$ cat config.mk
export PLATFORM = sky130hd
export DESIGN_NAME = distance_vector_route_update
export DESIGN_NICKNAME = d
export VERILOG_FILES = /design/src/sv/dvru_pkg.sv /design/src/sv/distance_vector_route_update.sv /design/src/sv/dvru_cell.sv
export SDC_FILE = /design/constraint.sdc
export NUM_CORES = 2
export LEC_CHECK = 0
export BUFFER_PORTS_ARGS = -buffer_cell sky130_fd_sc_hd__buf_4
export CAP_MARGIN = 20
export CORE_ASPECT_RATIO = 0.5
export CORE_UTILIZATION = 49
export CTS_CLUSTER_DIAMETER = 30
export DETAILED_ROUTE_END_ITERATION = 10
export GPL_ROUTABILITY_DRIVEN = 0
export PLACE_DENSITY = 0.65
export SKIP_LAST_GASP = 1
export SLEW_MARGIN = 20
export SYNTH_ARGS = -nofsm -noshare
export SYNTH_HDL_FRONTEND = slang
export SYNTH_SLANG_ARGS = --single-unit
$ cat constraint.sdc
create_clock -name clk_i -period 166.6 [get_ports clk_i]
set_input_delay 8.33 -clock clk_i [delete_from_list [all_inputs] [get_ports clk_i]]
set_output_delay 8.33 -clock clk_i [all_outputs]
set_load 0.1 [all_outputs]
$ cat src/sv/dvru_pkg.sv
// ----------------------------------------------------------------------------
// dvru_pkg: shared types and constants of the distance-vector route table
// Entry layout, status and mode codes, and small helper functions.
// ----------------------------------------------------------------------------
package dvru_pkg;

  typedef struct packed {
    logic [31:0] net;
    logic [5:0]  prefix;
    logic [4:0]  metric;
    logic [31:0] hop;
    logic        direct;
    logic [1:0]  timer;
  } entry_t;

  typedef struct packed {
    logic [31:0] net;
    logic [5:0]  prefix;
  } key_t;

  typedef enum logic {ST_IDLE, ST_RUN} state_e;

  localparam logic [1:0] MODE_ADV     = 2'd0;
  localparam logic [1:0] MODE_TICK    = 2'd1;
  localparam logic [1:0] MODE_RESTART = 2'd2;
  localparam logic [1:0] MODE_UNUSED  = 2'd3;

  localparam logic [2:0] STS_REFRESH  = 3'd0;
  localparam logic [2:0] STS_REPLACE  = 3'd1;
  localparam logic [2:0] STS_INSERT   = 3'd2;
  localparam logic [2:0] STS_IGNORE   = 3'd3;
  localparam logic [2:0] STS_FULL     = 3'd4;
  localparam logic [2:0] STS_DUMP     = 3'd5;
  localparam logic [2:0] STS_EMPTY    = 3'd6;
  localparam logic [2:0] STS_RESTART  = 3'd7;

  localparam logic [2:0] CFG_IFACE0   = 3'd0;
  localparam logic [2:0] CFG_IFACE1   = 3'd1;
  localparam logic [2:0] CFG_IFACE2   = 3'd2;
  localparam logic [2:0] CFG_IFACE3   = 3'd3;
  localparam logic [2:0] CFG_COUNT    = 3'd4;

  localparam logic [4:0] DIST_INF     = 5'd16;
  localparam logic [1:0] ROUTE_TTL    = 2'd3;

  function automatic logic [5:0] sat_prefix(input logic [5:0] p);
    return (p > 6'd32) ? 6'd32 : p;
  endfunction

  function automatic logic [4:0] sat_dist(input logic [5:0] d);
    return (d > 6'd16) ? DIST_INF : d[4:0];
  endfunction

  // p is already saturated to 32; a shift by the full width gives zero.
  function automatic logic [31:0] prefix_mask(input logic [5:0] p);
    return ~(32'hFFFF_FFFF >> p);
  endfunction

endpackage

$ cat src/sv/distance_vector_route_update.sv
// Every word is accepted in the idle state; the table then rotates once round
// the chain of cells, the head cell being examined and rewritten at the tail,
// and no new word is taken until the rotation ends. A dump emits one entry per
// cycle while the output is not stalled; a stall holds the rotation. The result
// of an update is registered and given out during the rotation.
// Reset empties the table and sets the interface count to one.
// ----------------------------------------------------------------------------
// distance_vector_route_update: distance-vector route table
// Restart, advertisement and tick handling over a rotating ring of entries.
// ----------------------------------------------------------------------------
module distance_vector_route_update #(
  parameter int TABLE_DEPTH = 32,
  parameter int MAX_IFACES  = 4
) (
  input  logic        clk_i,
  input  logic        rst_ni,
  input  logic        cfg_we_i,
  input  logic [2:0]  cfg_idx_i,
  input  logic [42:0] cfg_data_i,
  input  logic        in_valid_i,
  output logic        in_stall_o,
  input  logic [1:0]  mode_i,
  input  logic [31:0] sender_addr_i,
  input  logic [31:0] net_addr_i,
  input  logic [5:0]  prefix_len_i,
  input  logic [4:0]  advert_dist_i,
  output logic        out_valid_o,
  input  logic        out_stall_i,
  output logic [2:0]  status_o,
  output logic [4:0]  entry_index_o,
  output logic [31:0] route_net_o,
  output logic [5:0]  route_prefix_o,
  output logic [4:0]  route_dist_o,
  output logic [31:0] route_next_hop_o,
  output logic        route_direct_o,
  output logic        last_of_run_o
);

  localparam int IW = $clog2(TABLE_DEPTH);
  localparam int TW = $clog2(TABLE_DEPTH + 1);
  localparam logic [IW-1:0] LAST_STEP = IW'(TABLE_DEPTH - 1);
  localparam logic [TW-1:0] FULL_CNT  = TW'(TABLE_DEPTH);
  localparam logic [2:0]    MAX_IF    = 3'(MAX_IFACES);

  localparam logic [2:0] CFG_IFACE0_L = dvru_pkg::CFG_IFACE0;
  localparam logic [2:0] CFG_IFACE1_L = dvru_pkg::CFG_IFACE1;
  localparam logic [2:0] CFG_IFACE2_L = dvru_pkg::CFG_IFACE2;
  localparam logic [2:0] CFG_IFACE3_L = dvru_pkg::CFG_IFACE3;
  localparam logic [2:0] CFG_COUNT_L  = dvru_pkg::CFG_COUNT;

  // configuration
  logic [42:0] iface_q [4];
  logic [2:0]  count_q;
  logic [2:0]  nif;

  always_ff @(posedge clk_i or negedge rst_ni) begin
    if (!rst_ni) begin
      for (int i = 0; i < 4; i++) iface_q[i] <= '0;
      count_q <= 3'd1;
    end else if (cfg_we_i) begin
      unique case (cfg_idx_i)
        CFG_IFACE0_L: iface_q[0] <= cfg_data_i;
        CFG_IFACE1_L: iface_q[1] <= cfg_data_i;
        CFG_IFACE2_L: iface_q[2] <= cfg_data_i;
        CFG_IFACE3_L: iface_q[3] <= cfg_data_i;
        CFG_COUNT_L:  count_q    <= cfg_data_i[2:0];
        default: ;
      endcase
    end
  end

  assign nif = (count_q > MAX_IF) ? MAX_IF : count_q;

  // link cost and own-address check for the incoming sender
  logic [4:0] cost;
  logic       mine;
  logic [5:0] in_pre;
  logic [4:0] in_sum;

  always_comb begin
    logic [5:0]  ip;
    logic [31:0] ia;
    logic [31:0] m;
    cost = dvru_pkg::DIST_INF;
    mine = 1'b0;
    for (int i = 3; i >= 0; i--) begin
      ia = iface_q[i][42:11];
      ip = dvru_pkg::sat_prefix(iface_q[i][10:5]);
      m  = dvru_pkg::prefix_mask(ip);
      if (3'(i) < nif) begin
        if ((ia & m) == (sender_addr_i & m)) begin
          cost = dvru_pkg::sat_dist({1'b0, iface_q[i][4:0]});
        end
        if (ia == sender_addr_i) begin
          mine = 1'b1;
        end
      end
    end
    in_pre = dvru_pkg::sat_prefix(prefix_len_i);
    in_sum = dvru_pkg::sat_dist(6'(dvru_pkg::sat_dist({1'b0, advert_dist_i})) + 6'(cost));
  end

  // control
  dvru_pkg::state_e state_q, state_d;
  logic [IW-1:0] k_q, k_d;
  logic [TW-1:0] total_q, total_d;
  logic          found_q, found_d;
  logic          accept, adv;

  // captured word
  logic [1:0]   mode_q;
  logic [31:0]  sender_q;
  logic         mine_q;
  logic [4:0]   sum_q;
  dvru_pkg::key_t key_q;

  assign accept     = in_valid_i && !in_stall_o;
  assign in_stall_o = (state_q != dvru_pkg::ST_IDLE);

  always_ff @(posedge clk_i) begin
    if (accept) begin
      mode_q     <= mode_i;
      sender_q   <= sender_addr_i;
      mine_q     <= mine;
      sum_q      <= in_sum;
      key_q.prefix <= in_pre;
      key_q.net    <= net_addr_i & dvru_pkg::prefix_mask(in_pre);
    end
  end

  // chain of cells
  dvru_pkg::entry_t cell_q [TABLE_DEPTH];
  logic             hit    [TABLE_DEPTH];
  dvru_pkg::entry_t tail;
  logic             shift;

  for (genvar g = 0; g < TABLE_DEPTH; g++) begin : g_cell
    dvru_pkg::entry_t nb;
    if (g == TABLE_DEPTH - 1) begin : g_tail
      assign nb = tail;
    end else begin : g_mid
      assign nb = cell_q[g+1];
    end
    dvru_cell u_cell (
      .clk_i  (clk_i),
      .shift_i(shift),
      .ent_i  (nb),
      .key_i  (key_q),
      .ent_o  (cell_q[g]),
      .hit_o  (hit[g])
    );
  end

  // next state
  always_comb begin
    state_d = state_q;
    unique case (state_q)
      dvru_pkg::ST_IDLE: if (accept) state_d = dvru_pkg::ST_RUN;
      dvru_pkg::ST_RUN:  if (adv && k_q == LAST_STEP) state_d = dvru_pkg::ST_IDLE;
      default:           state_d = dvru_pkg::ST_IDLE;
    endcase
  end

  // step datapath: examine the head entry and write it back at the tail
  logic             emit;
  logic             valid_k;
  logic             full_emit;
  dvru_pkg::entry_t cur, upd, conn;
  logic [2:0]       o_sts;
  logic [4:0]       o_idx;
  dvru_pkg::entry_t o_ent;
  logic             o_last;
  logic [5:0]       cp;

  always_comb begin
    cur       = cell_q[0];
    tail      = cur;
    upd       = cur;
    emit      = 1'b0;
    full_emit = 1'b0;
    found_d   = found_q;
    total_d   = total_q;
    o_sts     = dvru_pkg::STS_IGNORE;
    o_idx     = 5'(k_q);
    o_ent     = '0;
    o_last    = 1'b1;
    valid_k   = (TW'(k_q) < total_q);
    cp        = dvru_pkg::sat_prefix(iface_q[k_q[1:0]][10:5]);
    conn.net    = iface_q[k_q[1:0]][42:11] & dvru_pkg::prefix_mask(cp);
    conn.prefix = cp;
    conn.metric = dvru_pkg::sat_dist({1'b0, iface_q[k_q[1:0]][4:0]});
    conn.hop    = '0;
    conn.direct = 1'b1;
    conn.timer  = dvru_pkg::ROUTE_TTL;
    if (state_q == dvru_pkg::ST_RUN) begin
      case (mode_q)
        dvru_pkg::MODE_ADV: begin
          if (valid_k && hit[0] && !found_q) begin
            if (!cur.direct && cur.hop == sender_q) begin
              upd.metric = sum_q;
              upd.timer  = dvru_pkg::ROUTE_TTL;
              o_sts      = dvru_pkg::STS_REFRESH;
            end else if (cur.metric > sum_q && !mine_q) begin
              upd.metric = sum_q;
              upd.timer  = dvru_pkg::ROUTE_TTL;
              upd.hop    = sender_q;
              upd.direct = 1'b0;
              o_sts      = dvru_pkg::STS_REPLACE;
            end else begin
              o_sts = dvru_pkg::STS_IGNORE;
            end
            tail    = upd;
            o_ent   = upd;
            emit    = 1'b1;
            found_d = 1'b1;
          end else if (!found_q && TW'(k_q) == total_q) begin
            upd.net    = key_q.net;
            upd.prefix = key_q.prefix;
            upd.metric = sum_q;
            upd.hop    = sender_q;
            upd.direct = 1'b0;
            upd.timer  = dvru_pkg::ROUTE_TTL;
            tail    = upd;
            o_ent   = upd;
            o_sts   = dvru_pkg::STS_INSERT;
            emit    = 1'b1;
            found_d = 1'b1;
            total_d = total_q + 1'b1;
          end else if (!found_q && k_q == LAST_STEP && total_q == FULL_CNT) begin
            o_sts      = dvru_pkg::STS_FULL;
            o_idx      = '0;
            o_ent.net    = key_q.net;
            o_ent.prefix = key_q.prefix;
            o_ent.metric = sum_q;
            o_ent.hop    = sender_q;
            emit      = 1'b1;
            full_emit = 1'b1;
          end
        end
        dvru_pkg::MODE_TICK: begin
          if (total_q == '0) begin
            emit  = (k_q == LAST_STEP);
            o_sts = dvru_pkg::STS_EMPTY;
            o_idx = '0;
          end else if (valid_k) begin
            emit   = 1'b1;
            o_sts  = dvru_pkg::STS_DUMP;
            o_ent  = cur;
            o_last = (TW'(k_q) + 1'b1 == total_q);
            if (!cur.direct) begin
              if (cur.timer != '0) upd.timer = cur.timer - 1'b1;
              if (upd.timer == '0) upd.metric = dvru_pkg::DIST_INF;
            end
            tail = upd;
          end
        end
        dvru_pkg::MODE_RESTART: begin
          if (3'(k_q) < nif && 32'(k_q) < 32'(nif)) tail = conn;
          emit  = (k_q == LAST_STEP);
          o_sts = dvru_pkg::STS_RESTART;
          o_idx = '0;
          if (k_q == LAST_STEP) total_d = TW'(nif);
        end
        default: begin
          emit  = (k_q == LAST_STEP);
          o_sts = dvru_pkg::STS_IGNORE;
          o_idx = '0;
        end
      endcase
    end
    adv   = (state_q == dvru_pkg::ST_RUN) && !(emit && out_valid_o && out_stall_i);
    shift = adv;
    if (!adv) begin
      found_d = found_q;
      total_d = total_q;
    end
    k_d = adv ? ((k_q == LAST_STEP) ? '0 : k_q + 1'b1) : k_q;
    if (accept) begin
      found_d = 1'b0;
      k_d     = '0;
    end
  end

  always_ff @(posedge clk_i or negedge rst_ni) begin
    if (!rst_ni) begin
      state_q <= dvru_pkg::ST_IDLE;
      k_q     <= '0;
      total_q <= '0;
      found_q <= 1'b0;
    end else begin
      state_q <= state_d;
      k_q     <= k_d;
      total_q <= total_d;
      found_q <= found_d;
    end
  end

  // output word register
  logic out_vld_q;

  always_ff @(posedge clk_i or negedge rst_ni) begin
    if (!rst_ni) begin
      out_vld_q <= 1'b0;
    end else if (emit && adv) begin
      out_vld_q <= 1'b1;
    end else if (!out_stall_i) begin
      out_vld_q <= 1'b0;
    end
  end

  always_ff @(posedge clk_i) begin
    if (emit && adv) begin
      status_o         <= o_sts;
      entry_index_o    <= o_idx;
      route_net_o      <= o_ent.net;
      route_prefix_o   <= o_ent.prefix;
      route_dist_o     <= o_ent.metric;
      route_next_hop_o <= o_ent.hop;
      route_direct_o   <= o_ent.direct;
      last_of_run_o    <= o_last;
    end
  end

  assign out_valid_o = out_vld_q;

  a_total_bound: assert property (@(posedge clk_i) disable iff (!rst_ni)
    total_q <= FULL_CNT)
    else $error("route count above table depth");

  a_run_ends: assert property (@(posedge clk_i) disable iff (!rst_ni)
    (state_q == dvru_pkg::ST_RUN && adv && k_q == LAST_STEP)
      |=> (state_q == dvru_pkg::ST_IDLE && k_q == '0))
    else $error("rotation did not end aligned");

  a_adv_result: assert property (@(posedge clk_i) disable iff (!rst_ni)
    (state_q == dvru_pkg::ST_RUN && mode_q == dvru_pkg::MODE_ADV && adv
      && k_q == LAST_STEP) |-> (found_d || full_emit))
    else $error("advertisement produced no word");

  a_emit_once: assert property (@(posedge clk_i) disable iff (!rst_ni)
    (state_q == dvru_pkg::ST_RUN && mode_q == dvru_pkg::MODE_ADV && found_q)
      |-> !emit)
    else $error("second word for one advertisement");

endmodule

$ cat src/sv/dvru_cell.sv
// ----------------------------------------------------------------------------
// dvru_cell: one route table entry in the rotating chain
// Loads its neighbour's entry on every shift and flags a key match.
// ----------------------------------------------------------------------------
module dvru_cell (
  input  logic              clk_i,
  input  logic              shift_i,
  input  dvru_pkg::entry_t  ent_i,
  input  dvru_pkg::key_t    key_i,
  output dvru_pkg::entry_t  ent_o,
  output logic              hit_o
);

  dvru_pkg::entry_t ent_q;

  always_ff @(posedge clk_i) begin
    if (shift_i) begin
      ent_q <= ent_i;
    end
  end

  assign ent_o = ent_q;
  assign hit_o = (ent_q.net == key_i.net) && (ent_q.prefix == key_i.prefix);

endmodule

==> metrics.md <==
| Metric | Value |
|---|---|
| Post-Route WL | `~180 mm` |
| H-tree levels | `5` |
| Proportion of layout cells with a drive suffix above 1 | `0.206` |
| EDFF count, synth | `approximately 2,700` |
| Worst path slowest cell | `buf_4` |
| Final Cycle Share | `0.0841` |
| Final setup violating endpoints | `0` |
| Multi-input logic area | `around 11,000 um^2` |
| Post-synth ARST share | `0.0664` |
| Maximum clock insertion buffer count | `4` |
| Status | `complete, no violations` |
| Pwr dens | `approximately 19 nW/um^2` |
| Die Wd | `~630 um` |
| Largest net degree at the start of global routing | `between 200 and 250` |
| Top cell type by total area after synthesis | `edfxtp_1` |
| Total GRT Usage | `0.181` |
| R2R depth | `16` |
| CP top delay family | `buffers and inverters` |
| Slowest cell delay on critical path | `between 900 and 1000 ps` |
| RSZ-0062 raised after global routing | `no` |
| Crit Path Category | `in -> reg` |
| Share of the synthesized area in the top cell type | `0.828` |
| Hold-fix buffers, CTS | `0` |
| Vias in the first global route | `between 40,000 and 50,000` |
| Post-DP HPWL | `112 mm` |
| Most used cell, CP | `buf_4` |
| Hold/Removal Path Class | `reg -> reg` |
| DR vias | `42,800` |
| Clock skew | `roughly 60 ps` |
| Final Worst Setup Slack | `152,580 ps` |
| Register-to-Register Setup Slack | `about 160,000 ps` |
| Core area | `between 150,000 and 200,000 um^2` |
| GRT overflow | `0` |
| Slew margin rel. | `0.191` |
| Synth cell types | `between 90 and 100` |
| P&R area growth vs syn | `16.5%` |
| Die Area | `just under 200,000 um^2` |
| Tightest Pin Transition | `about 1200 ps` |
| Bufs and invs on worst path | `8` |
| Post-synthesis sequential area ratio | `0.877` |
| Most common cell after layout, fill and taps aside | `edfxtp_1` |
| Top post-synthesis cells by area | `edfxtp_1 83%, dfrtp_1 4.9%, mux2_2 2.0%` |
| WL/cell | `approximately 23 um` |
| Most frequent cells in the layout | `2,659 x edfxtp_1, 331 x clkbuf_16, 259 x buf_4` |
| CP arrival | `14,470 ps` |
| Root buffer cell | `clkbuf_16` |
| Critical path launch point type | `primary input` |
| Port Buffer Count | `214` |
| Synth Instances | `4,450` |
| CTS tree | `yes` |
| Slew Limit Fails | `0` |
| DRT iter0 DRCs | `5,734` |
| Crit. End Element | `register` |
| Synth Register Bits | `around 2,800` |
| Stages on worst setup path | `11` |
| Worst VDD drop | `a little over 10 uV` |
| Fmax | `about 71 MHz` |
| Clock latency on the worst-skew pair | `860 ps` |
| Syn Std Cell Area | `between 90,000 and 100,000 um^2` |
| Total CTS buffers | `326` |
| Via density | `around 5.5` |
| Die height | `316 um` |
| Ys flop type | `edfxtp_1` |
| FP Rows | `114` |
| CP required | `between 150,000 and 200,000 ps` |
| Ports | `between 200 and 250` |
| Starting Density | `0.496` |
| Static Leak | `just over 40 nW` |
| WHS Path Cells | `0` |
| Net Count, Synth | `around 4,600` |
| Initial antenna violation count | `23` |
| First-pass GRT wire length | `approximately 270 mm` |
| Final min period | `around 14,000 ps` |
| Routed Antenna Nets | `0` |
| Crit-path max FO | `roughly 210` |
| Cts repair resizes | `0` |
| Critical path cell sequence | `buf_4, and2_0, o221ai_1, a32oi_1, buf_4, inv_8, buf_12, buf_4, buf_4, buf_12, buf_4` |
| Setup TNS | `0 ps` |
| Syn Area/Cell | `about 22 um^2` |
| Max-Cap Viols | `0` |
| Pre-Repair DR Iteration Count | `9` |
| Post-Place Worst Slack | `around 150,000 ps` |
| Clock sinks | `about 2,800` |
| Final Util | `0.578` |
| Final Hold Vio Count | `0` |
| Reg clk slew, reported paths | `approximately 70 ps` |
| Layout fillers | `between 10,000 and 15,000` |
| # DRC | `0` |
| Post-CTS Setup Bufs | `0` |
| Fin nets | `roughly 5,100` |
| Synthesis Warnings | `0` |
| Reg area | `~85,000 um^2` |
## cell families (layout without fill, tap and decap cells)
kind of cell,Yosys count,count (layout),synth area share
flip-flops,2848,2848,0.877
AND/OR/NAND/NOR,509,509,0.0274
AO/OA/AOI/OAI,494,494,0.0367
multiplexers,213,213,0.0299
XOR/XNOR,207,207,0.0188
buffers and inverters,155,887,0.00671
adder cells (fa/ha/maj),24,24,0.00314
other,0,9,0
## Yosys cell counts (8+ instances only)
| library cell | count |
|---|---|
| a31o_2 | 11 |
| a21boi_0 | 16 |
| a22oi_1 | 50 |
| clkbuf_1 | 88 |
| buf_1 | 12 |
| buf_2 | 17 |
| a32oi_1 | 17 |
| nor4_1 | 25 |
| edfxtp_1 | 2659 |
| nand3_1 | 32 |
| o31ai_1 | 9 |
| xnor2_1 | 75 |
| and2_1 | 15 |
| o21a_1 | 10 |
| a221oi_1 | 12 |
| nor3_1 | 37 |
| mux2_2 | 167 |
| mux4_2 | 43 |
| nor2_1 | 111 |
| a22o_1 | 62 |
| dfrtp_1 | 188 |
| ha_1 | 21 |
| nand2_1 | 131 |
| a21oi_1 | 74 |
| a31oi_1 | 14 |
| xor2_1 | 132 |
| inv_1 | 31 |
| o21ai_0 | 98 |
| a21o_1 | 9 |
| o22ai_1 | 13 |
| or2_2 | 8 |
| o211ai_1 | 10 |
| o311a_1 | 8 |
| nor4b_1 | 8 |
| and3_1 | 16 |
| nand4_1 | 23 |
| nand2b_1 | 17 |
| a221o_1 | 10 |
| nor2b_1 | 36 |
## final timing paths
check | from | end
setup / recovery | out_stall_i | g_cell[8].u_cell.ent_o[52]$_DFFE_PP_
hold / removal | g_cell[9].u_cell.ent_o[18]$_DFFE_PP_ | g_cell[8].u_cell.ent_o[18]$_DFFE_PP_
setup reg to reg | k_q[0]$_DFFE_PN0P_ | g_cell[8].u_cell.ent_o[52]$_DFFE_PP_
hold reg to reg | g_cell[9].u_cell.ent_o[18]$_DFFE_PP_ | g_cell[8].u_cell.ent_o[18]$_DFFE_PP_
max in group asynchronous | rst_ni | k_q[1]$_DFFE_PN0P_
min in group asynchronous | rst_ni | iface_q[7]$_DFFE_PN0P_
## area by class of cell
| class | count | area share |
|---|---|---|
| clock inverters | 237 | 0.0235 |
| inverters | 31 | 0.00111 |
| diodes | 9 | 0.000201 |
| clock buffers | 354 | 0.0745 |
| flip-flops and latches | 2848 | 0.753 |
| multi-input cells | 1447 | 0.100 |
| repair buffers | 265 | 0.0181 |
| well taps | 2610 | 0.0291 |
## registers in the layout, indices dropped and copies added, names as in the netlist, 2 cells and up
register             flops
count_q                  3
sender_q                32
route_prefix_o           6
iface_q                172
route_net_o             32
mode_q                   2
entry_index_o            5
route_dist_o             5
g_cell.u_cell.ent_o   2496
sum_q                    5
total_q                  6
status_o                 3
k_q                      5
key_q                   38
route_next_hop_o        32
## stage by stage
| step | power [mW] | instances | cell area [um^2] | hold slack [ps] |
|---|---|---|---|---|
| floorplan | 1.45 | 4450 | 96400 | 400 |
| global placement | 1.40 | 7201 | 101000 | 400 |
| detailed placement | 1.42 | 7201 | 101000 | 405 |
| CTS | 2.14 | 7792 | 112000 | 398 |
| global route | 2.21 | 7800 | 112000 | 400 |
| finish | 2.12 | 7801 | 112000 | 397 |
## report_power, final
part	internal, mW	switching [mW]	leakage [nW]
combinational	0.0544	0.114	5.29
clock	0.416	0.296	5.32
sequential	1.14	0.105	29.6
total	1.61	0.515	40.2
## metal layers
| metal | up-vias | GRT usage | wire [um] |
|---|---|---|---|
| li1 | 18800 | - | - |
| met4 | 4 | 0.0826 | 7770 |
| met1 | 21800 | 0.253 | 76900 |
| met5 | - | 0 | 27 |
| met3 | 524 | 0.0362 | 11400 |
| met2 | 1645 | 0.280 | 85000 |
## worst register-to-register path, delay by kind of cell (launching register included)
family,cells,cell delay (ps)
and+or+nand+nor,2,420
buffers and inverters,9,6450
DFF,1,330
AOI/OAI and AO/OA,4,610
adders and majority gates,1,260
No activity file was read; power rests on OpenSTA's default activity.
